[src/hdl/iqs_pkg.sv]
// Types and state codes for the iterative quicksort unit.
// No dependencies.
`timescale 1ns / 1ps
`default_nettype none
package iqs_pkg;
  typedef enum logic [3:0] {
    ST_LOAD, ST_POP, ST_POP_RD, ST_PIV_RD, ST_PIV, ST_SCANL_RD, ST_SCANL,
    ST_SCANR_RD, ST_SCANR, ST_SWAPA, ST_SWAPB, ST_PUSH1, ST_PUSH2,
    ST_EMIT_RD, ST_EMIT
  } state_t;
endpackage
`default_nettype wire

[src/hdl/iqs_stream_if.sv]
// Valid/ready channel interface.
// No dependencies.
`timescale 1ns / 1ps
`default_nettype none
interface iqs_stream_if #(parameter int W = 34);
  logic         valid;
  logic         ready;
  logic [W-1:0] data;
  modport source (output valid, output data, input ready);
  modport sink (input valid, input data, output ready);
endinterface
`default_nettype wire

[src/hdl/iqs_front.sv]
// Front part: accepts requests into a two-entry queue.
// Depends on iqs_stream_if.
`timescale 1ns / 1ps
`default_nettype none
module iqs_front #(parameter int W = 34) (
  input  wire logic clk,
  input  wire logic rst,
  iqs_stream_if.sink   in_ch,
  iqs_stream_if.source q_ch
);
  logic [W-1:0] buf_q [2];
  logic [1:0]   cnt;
  logic         rd;
  assign in_ch.ready = (cnt != 2'd2);
  assign q_ch.valid = (cnt != 2'd0);
  assign q_ch.data = buf_q[rd];
  always_ff @(posedge clk) begin
    if (rst) begin
      cnt <= '0;
      rd <= 1'b0;
    end else begin
      if (in_ch.valid && in_ch.ready) buf_q[rd ^ cnt[0]] <= in_ch.data;
      if (q_ch.valid && q_ch.ready) rd <= ~rd;
      cnt <= cnt + 2'(in_ch.valid && in_ch.ready) - 2'(q_ch.valid && q_ch.ready);
    end
  end
endmodule
`default_nettype wire

[src/hdl/iqs_back.sv]
// Back part: store, bound stacks and sort/emit sequencer.
// Depends on iqs_pkg, iqs_stream_if.
`timescale 1ns / 1ps
`default_nettype none
module iqs_back #(parameter int DEPTH = 64, parameter int DATA_WIDTH = 32) (
  input  wire logic clk,
  input  wire logic rst,
  iqs_stream_if.sink   q_ch,
  iqs_stream_if.source out_ch
);
  localparam int AW = (DEPTH > 1) ? $clog2(DEPTH) : 1;
  localparam int CW = AW + 1;
  localparam logic signed [CW:0] ONE_S = (CW+1)'(1);
  typedef logic signed [DATA_WIDTH-1:0] data_t;
  typedef logic signed [CW:0] idx_t;

  iqs_pkg::state_t state, state_next;
  data_t mem [DEPTH];
  logic [AW-1:0] lo_stk [DEPTH];
  logic [AW-1:0] hi_stk [DEPTH];
  logic [CW-1:0] count, sp, k, load_n;
  logic ovf;
  idx_t lo, hi, pl, pr, pl_inc, pr_dec, sumlh;
  data_t pivot, rdata, vl, vr, in_v, outv, mem_wdata;
  logic outvalid, outlast, outovf;
  logic in_last, acc, has_room, do_sort, out_free, load_out, small_left;
  logic [AW-1:0] raddr, mem_waddr;
  logic [AW-1:0] stk_raddr, stk_rlo, stk_rhi, stk_waddr, stk_wlo, stk_whi;
  logic mem_we, stk_we;

  assign in_v = q_ch.data[DATA_WIDTH:1];
  assign in_last = q_ch.data[0];
  assign acc = q_ch.valid && q_ch.ready;
  assign has_room = (count < CW'(DEPTH));
  assign load_n = has_room ? count + CW'(1) : count;
  assign do_sort = (load_n >= CW'(2));
  assign out_free = !outvalid || out_ch.ready;
  assign load_out = (state == iqs_pkg::ST_EMIT) && out_free;
  assign q_ch.ready = (state == iqs_pkg::ST_LOAD);
  assign out_ch.valid = outvalid;
  assign out_ch.data = {outv, outlast, outovf};
  assign pl_inc = pl + ONE_S;
  assign pr_dec = pr - ONE_S;
  assign sumlh = lo + hi;
  assign small_left = (pr - lo) < (hi - pl);

  always_comb begin
    state_next = state;
    unique case (state)
      iqs_pkg::ST_LOAD:
        if (acc && in_last) state_next = do_sort ? iqs_pkg::ST_POP : iqs_pkg::ST_EMIT_RD;
      iqs_pkg::ST_POP:
        state_next = (sp == '0) ? iqs_pkg::ST_EMIT_RD : iqs_pkg::ST_POP_RD;
      iqs_pkg::ST_POP_RD: state_next = iqs_pkg::ST_PIV_RD;
      iqs_pkg::ST_PIV_RD: state_next = iqs_pkg::ST_PIV;
      iqs_pkg::ST_PIV: state_next = iqs_pkg::ST_SCANL_RD;
      iqs_pkg::ST_SCANL_RD: state_next = iqs_pkg::ST_SCANL;
      iqs_pkg::ST_SCANL:
        state_next = (pl < hi && rdata < pivot) ? iqs_pkg::ST_SCANL_RD : iqs_pkg::ST_SCANR_RD;
      iqs_pkg::ST_SCANR_RD: state_next = iqs_pkg::ST_SCANR;
      iqs_pkg::ST_SCANR: begin
        if (pr > lo && pivot < rdata) state_next = iqs_pkg::ST_SCANR_RD;
        else if (pl <= pr) state_next = iqs_pkg::ST_SWAPA;
        else state_next = iqs_pkg::ST_PUSH1;
      end
      iqs_pkg::ST_SWAPA: state_next = iqs_pkg::ST_SWAPB;
      iqs_pkg::ST_SWAPB:
        state_next = (pl_inc <= pr_dec) ? iqs_pkg::ST_SCANL_RD : iqs_pkg::ST_PUSH1;
      iqs_pkg::ST_PUSH1: state_next = iqs_pkg::ST_PUSH2;
      iqs_pkg::ST_PUSH2: state_next = iqs_pkg::ST_POP;
      iqs_pkg::ST_EMIT_RD: state_next = iqs_pkg::ST_EMIT;
      iqs_pkg::ST_EMIT:
        if (out_free)
          state_next = (k == count - CW'(1)) ? iqs_pkg::ST_LOAD : iqs_pkg::ST_EMIT_RD;
      default: state_next = iqs_pkg::ST_LOAD;
    endcase
  end

  always_comb begin
    raddr = '0;
    stk_raddr = AW'(sp - CW'(1));
    mem_we = 1'b0;
    mem_waddr = count[AW-1:0];
    mem_wdata = in_v;
    stk_we = 1'b0;
    stk_waddr = sp[AW-1:0];
    stk_wlo = '0;
    stk_whi = '0;
    unique case (state) inside
      iqs_pkg::ST_LOAD: begin
        mem_we = acc && has_room;
        stk_we = acc && in_last && do_sort;
        stk_waddr = '0;
        stk_whi = has_room ? count[AW-1:0] : AW'(DEPTH - 1);
      end
      iqs_pkg::ST_PIV_RD, iqs_pkg::ST_PIV: raddr = sumlh[AW:1];
      iqs_pkg::ST_SCANL_RD, iqs_pkg::ST_SCANL: raddr = pl[AW-1:0];
      iqs_pkg::ST_SCANR_RD, iqs_pkg::ST_SCANR: raddr = pr[AW-1:0];
      iqs_pkg::ST_SWAPA: begin
        mem_we = 1'b1;
        mem_waddr = pl[AW-1:0];
        mem_wdata = vr;
      end
      iqs_pkg::ST_SWAPB: begin
        mem_we = 1'b1;
        mem_waddr = pr[AW-1:0];
        mem_wdata = vl;
      end
      // larger part goes on the stack first
      iqs_pkg::ST_PUSH1: begin
        if (small_left) begin
          stk_we = (pl < hi);
          stk_wlo = pl[AW-1:0];
          stk_whi = hi[AW-1:0];
        end else begin
          stk_we = (lo < pr);
          stk_wlo = lo[AW-1:0];
          stk_whi = pr[AW-1:0];
        end
      end
      iqs_pkg::ST_PUSH2: begin
        if (small_left) begin
          stk_we = (lo < pr);
          stk_wlo = lo[AW-1:0];
          stk_whi = pr[AW-1:0];
        end else begin
          stk_we = (pl < hi);
          stk_wlo = pl[AW-1:0];
          stk_whi = hi[AW-1:0];
        end
      end
      iqs_pkg::ST_EMIT_RD, iqs_pkg::ST_EMIT: raddr = k[AW-1:0];
      default: raddr = '0;
    endcase
  end

  always_ff @(posedge clk) begin
    if (mem_we) mem[mem_waddr] <= mem_wdata;
    rdata <= mem[raddr];
  end

  always_ff @(posedge clk) begin
    if (stk_we) begin
      lo_stk[stk_waddr] <= stk_wlo;
      hi_stk[stk_waddr] <= stk_whi;
    end
    stk_rlo <= lo_stk[stk_raddr];
    stk_rhi <= hi_stk[stk_raddr];
  end

  always_ff @(posedge clk) begin
    if (rst) begin
      state <= iqs_pkg::ST_LOAD;
      count <= '0;
      sp <= '0;
      ovf <= 1'b0;
      k <= '0;
      outvalid <= 1'b0;
    end else begin
      state <= state_next;
      if (load_out) begin
        outvalid <= 1'b1;
        outv <= rdata;
        outlast <= (k == count - CW'(1));
        outovf <= ovf;
      end else if (out_ch.ready) outvalid <= 1'b0;
      unique case (state) inside
        iqs_pkg::ST_LOAD: if (acc) begin
          if (has_room) count <= count + CW'(1);
          else ovf <= 1'b1;
          if (in_last) begin
            k <= '0;
            sp <= do_sort ? CW'(1) : '0;
          end
        end
        iqs_pkg::ST_POP: if (sp != '0) sp <= sp - CW'(1);
        iqs_pkg::ST_POP_RD: begin
          lo <= $signed({2'b00, stk_rlo});
          hi <= $signed({2'b00, stk_rhi});
          pl <= $signed({2'b00, stk_rlo});
          pr <= $signed({2'b00, stk_rhi});
        end
        iqs_pkg::ST_PIV: pivot <= rdata;
        iqs_pkg::ST_SCANL: begin
          if (pl < hi && rdata < pivot) pl <= pl_inc;
          else vl <= rdata;
        end
        iqs_pkg::ST_SCANR: begin
          if (pr > lo && pivot < rdata) pr <= pr_dec;
          else vr <= rdata;
        end
        iqs_pkg::ST_SWAPB: begin
          pl <= pl_inc;
          pr <= pr_dec;
        end
        iqs_pkg::ST_PUSH1, iqs_pkg::ST_PUSH2: if (stk_we) sp <= sp + CW'(1);
        iqs_pkg::ST_EMIT: if (load_out) begin
          if (k == count - CW'(1)) begin
            count <= '0;
            sp <= '0;
            ovf <= 1'b0;
          end else k <= k + CW'(1);
        end
        default: ;
      endcase
    end
  end
endmodule
`default_nettype wire

[src/hdl/iterative_quicksort_unit.sv]
// Top level of the iterative quicksort unit.
// Depends on iqs_pkg, iqs_stream_if, iqs_front, iqs_back.
//   channel  dir  payload
//   in_ch    in   {value, last}
//   out_ch   out  {sorted_value, final_res, overflowed}
// Loading takes one request per cycle through a two-entry queue in ST_LOAD.
// Each partition pops a range and fetches the pivot, then takes a read and a
// compare state per scan step, two write states per swap and two push states.
// Each result is read, then loaded out; an out_ch stall holds the sequencer.
// The back part takes no request from a set's last one until its final result
// is loaded. Reset is synchronous.
`timescale 1ns / 1ps
`default_nettype none
module iterative_quicksort_unit #(parameter int DEPTH = 64, parameter int DATA_WIDTH = 32) (
  input wire logic clk,
  input wire logic rst,
  iqs_stream_if.sink   in_ch,
  iqs_stream_if.source out_ch
);
  iqs_stream_if #(.W(DATA_WIDTH + 1)) q_ch ();
  iqs_front #(.W(DATA_WIDTH + 1)) u_front (.clk, .rst, .in_ch, .q_ch);
  iqs_back #(.DEPTH(DEPTH), .DATA_WIDTH(DATA_WIDTH)) u_back (.clk, .rst, .q_ch, .out_ch);
endmodule
`default_nettype wire

[src/flat_wrapper.sv]
// flat-port wrapper written by rule: the top's interface ports become plain ports
module iterative_quicksort_unit_flat 
#(parameter int DEPTH = 64, parameter int DATA_WIDTH = 32)
  (clk, rst, in_ch_valid, in_ch_data, in_ch_ready, out_ch_valid, out_ch_data, out_ch_ready);
  iqs_stream_if #(.W((32) + 1)) in_ch_i ();
  iqs_stream_if #(.W((32) + 2)) out_ch_i ();
  input wire logic clk;
  input wire logic rst;
  input wire logic [$bits(in_ch_i.valid)-1:0] in_ch_valid;
  input wire logic [$bits(in_ch_i.data)-1:0] in_ch_data;
  output wire logic [$bits(in_ch_i.ready)-1:0] in_ch_ready;
  output wire logic [$bits(out_ch_i.valid)-1:0] out_ch_valid;
  output wire logic [$bits(out_ch_i.data)-1:0] out_ch_data;
  input wire logic [$bits(out_ch_i.ready)-1:0] out_ch_ready;
  assign in_ch_i.valid = in_ch_valid;
  assign in_ch_i.data = in_ch_data;
  assign in_ch_ready = in_ch_i.ready;
  assign out_ch_valid = out_ch_i.valid;
  assign out_ch_data = out_ch_i.data;
  assign out_ch_i.ready = out_ch_ready;
  iterative_quicksort_unit #(.DEPTH(DEPTH), .DATA_WIDTH(DATA_WIDTH)) u_core (.clk(clk), .rst(rst), .in_ch(in_ch_i), .out_ch(out_ch_i));
endmodule
[config.mk]
export PLATFORM = sky130hd
export DESIGN_NAME = iterative_quicksort_unit_flat
export DESIGN_NICKNAME = d
export VERILOG_FILES = /design/src/hdl/iqs_pkg.sv /design/src/hdl/iqs_stream_if.sv /design/src/hdl/iqs_front.sv /design/src/hdl/iqs_back.sv /design/src/hdl/iterative_quicksort_unit.sv /design/src/flat_wrapper.sv
export SDC_FILE = /design/constraint.sdc
export NUM_CORES = 2
export LEC_CHECK = 0
export BUFFER_PORTS_ARGS = -buffer_cell sky130_fd_sc_hd__buf_2
export CORE_MARGIN = 3
export CORE_UTILIZATION = 68
export CTS_CLUSTER_DIAMETER = 60
export DETAILED_ROUTE_END_ITERATION = 16
export PLACE_DENSITY = 0.86
export SLEW_MARGIN = 10
export SYNTH_ARGS = -nofsm -noshare
export SYNTH_HDL_FRONTEND = slang
export SYNTH_SLANG_ARGS = --single-unit
[constraint.sdc]
create_clock -name clk -period 10.5 [get_ports clk]
set_input_delay 2.1 -clock clk [delete_from_list [all_inputs] [get_ports clk]]
set_output_delay 2.1 -clock clk [all_outputs]
set_load 0.005 [all_outputs]
==> run metrics <==
status=complete, but fails checks; layout overhead on the synthesized area=11.2%; Distinct cells, synth=92; Leak=44.3 nW; fillcell total=8546; fraction of layout instances using a drive strength above 1=17.1%; slew margin rel.=less than 1%; hpwl dp=between 150000 and 200000 um; Syn Nets=7432; Cell Pwr Density=286 nW/um2; RD Place Congestion=0.959; yosys warns=0; initial antenna violation count=29; HP Class=flop to flop; Period minus WS final=6640 ps; fin nets=7561; setup violators final=0; cells after synthesis=7309; routed len/inst=~38 um; Clock Skew=between 100 and 150 ps; failing checks=max-capacitance violations; die width=434 um; final number of max-transition violations=0; Design Power=0.0397 W; VDD IR max=253 uV; Critical Path End Type=flop; unrepaired setup endpoints after global routing=no; CTS resizes=0; vias in the first global route=74600; fmax=0.151 GHz; htree depth=5; postcts setup bufs=0; Post-synth EDFFs=3040; Crit Path Class=flop to flop; maximum root-to-sink buffer count=4; asr flop ratio synth=0%; root buffer cell=clkbuf_16; Starting Density=68.7%; antenna viol nets, final=0; ys flop type=edfxtp_1; CTS tree=done; Remaining DRCs=0; Worst EP arrival=7390 ps; Placement Rows=roughly 160; cell area after synthesis=about 120000 um2; CP Data Required Time=11260 ps; Avg Cell Area, Syn=between 15 and 20 um2; grt total ovfl=0; IO Pins=73; Post-Route WL=~380000 um; CORE AREA=around 180000 um2; Final Hold Fails=0; worst slew pin tran=1480 ps; Setup TNS=0 ps; Die Ht=434 um; PortBufs=72; Seq/Total Area, Yosys=74.4%; CP max FO=69; Multi-input gate area=30900 um2; final period utilization=63.2%; global-route wire length before repair=534000 um; Worst setup SP type=flop; max-cap viol count=2; worst skew pair latency=980 ps; Vias=76700; CTS Buf Count=311; die footprint=roughly 190000 um2; hold_buf cts=0; vias per cell=7.63; Global Route Usage Sum=40.2%; Iter 0 DRT Violations=approximately 16000; FF+latch count, synth=between 3000 and 4000; largest net degree at the start of global routing=167; Reg clk slew, reported paths=70 ps; sequential standard cell area=92800 um2; number of detailed-route iterations in the first pass=10; clock sink count=3115
==> synthesized netlist by cell type, types with 13 or more instances <==
cell | count | area, um2
nor2b_1 | 15 | 93.8
o21ai_0 | 203 | 1020
nor4_1 | 16 | 100
mux4_2 | 371 | 8360
ha_1 | 83 | 1040
nor3_1 | 22 | 110
o22a_1 | 31 | 272
a21oi_1 | 246 | 1230
edfxtp_1 | 3040 | 91300
nand3_1 | 251 | 1260
o22ai_1 | 70 | 438
and2_1 | 17 | 106
nand2_1 | 546 | 2050
nor2_1 | 516 | 1940
or4b_1 | 31 | 310
buf_1 | 56 | 210
a221oi_1 | 33 | 289
o311ai_0 | 24 | 210
or3_1 | 19 | 119
buf_2 | 99 | 495
buf_4 | 32 | 240
or4_1 | 38 | 285
xor2_1 | 20 | 175
a211o_1 | 39 | 342
o31ai_1 | 37 | 278
o31a_1 | 65 | 569
a211oi_1 | 67 | 503
nand4_1 | 19 | 119
dfxtp_1 | 75 | 1500
inv_1 | 76 | 285
mux2_2 | 41 | 462
a31oi_1 | 23 | 144
a22oi_1 | 38 | 285
mux2i_1 | 524 | 5250
and3_1 | 69 | 432
buf_6 | 13 | 146
xnor2_1 | 30 | 263
clkbuf_1 | 249 | 935
nor4_2 | 23 | 288
==> final cells by class <==
class	instances	area share [%]
diodes	16	0.0289
clock buffers	396	6.12
inverters	77	0.208
repair buffers	266	1.38
multi-input cells	3667	22.3
flip-flops and latches	3115	66.9
clock inverters	143	0.947
well taps	2370	2.14
==> cell usage in the layout (no fill, tap or decap), drive strengths merged, types with 82 or more instances in the layout <==
cell type / n
edfxtp: 3040
nand2: 546
inv: 82
ha: 83
mux4: 371
mux2i: 524
nor2: 516
clkinv: 106
buf: 266
o21ai: 205
clkbuf: 396
a21oi: 246
nand3: 251
==> worst max-delay path, stage by stage (launching register included) <==
cell	delay [ps]
dfxtp_4	700
buf_4	610
nor4b_4	170
o21ai_0	390
o211a_4	800
buf_4	790
nand2_1	150
and3_1	260
o311ai_1	880
or4b_1	590
nor4_1	940
==> path summary, 6_finish.rpt <==
check                      startpoint                       to  slack [ps]  cells after the start
max            u_core.u_back.state[1]  u_core.u_back.rdata[31]        3860                     10
min reg2reg  u_core.u_back.stk_rhi[5]      u_core.u_back.hi[5]         450                      0
max reg2reg    u_core.u_back.state[1]  u_core.u_back.rdata[31]        3860                     10
min          u_core.u_back.stk_rhi[5]      u_core.u_back.hi[5]         450                      0
==> power breakdown <==
part           internal [W]  switching [W]  total (W)
registers            0.0155       0.000640     0.0161
logic               0.00378        0.00880     0.0126
clock network       0.00624        0.00473     0.0110
total                0.0255         0.0142     0.0397
==> layer usage <==
| metal | up-vias | global-route usage, % | part of all wire [%] |
|---|---|---|---|
| met1 | 37200 | 50.1 | 30 |
| met4 | 14 | 26.3 | 8.5 |
| li1 | 29100 | - | - |
| met2 | 8358 | 59.3 | 44 |
| met3 | 1978 | 15.7 | 17 |
| met5 | - | 0 | 0.031 |
==> logic make-up (layout without fill, tap and decap cells) <==
| kind of cell | count (synthesis) | count (layout) | share of synthesized area (%) |
|---|---|---|---|
| flops | 3115 | 3115 | 74.4 |
| simple gates | 1631 | 1631 | 6.12 |
| compound gates | 962 | 962 | 5.07 |
| mux | 936 | 936 | 11.3 |
| buf+inv | 527 | 882 | 1.86 |
| fa+ha+maj | 86 | 86 | 0.881 |
| xor+xnor | 52 | 52 | 0.382 |
| other cells | 0 | 16 | 0 |
==> per-stage QoR <==
stage | cell area [um2] | worst slack [ps] | util [%] | std cells | hold WS (ps)
after floorplan | 125000 | 3870 | - | 7309 | 402
after global placement | 129000 | 4410 | 71.0 | 9495 | 431
after detailed placement | 129000 | 4330 | 71.0 | 9495 | 434
after CTS | 139000 | 4150 | 76.4 | 10000 | 449
after global routing | 139000 | 3790 | 76.4 | 10000 | 467
final | 139000 | 3860 | 76.4 | 10100 | 453
==> registers in the layout (all words and copies together), names as in the netlist, 66 cells and up, named ones only <==
signal                count
u_core.u_back.lo_stk    384
u_core.u_front.buf_q     66
u_core.u_back.hi_stk    384
u_core.u_back.mem      2048
Note: power is estimated with default switching activity, not from simulation.
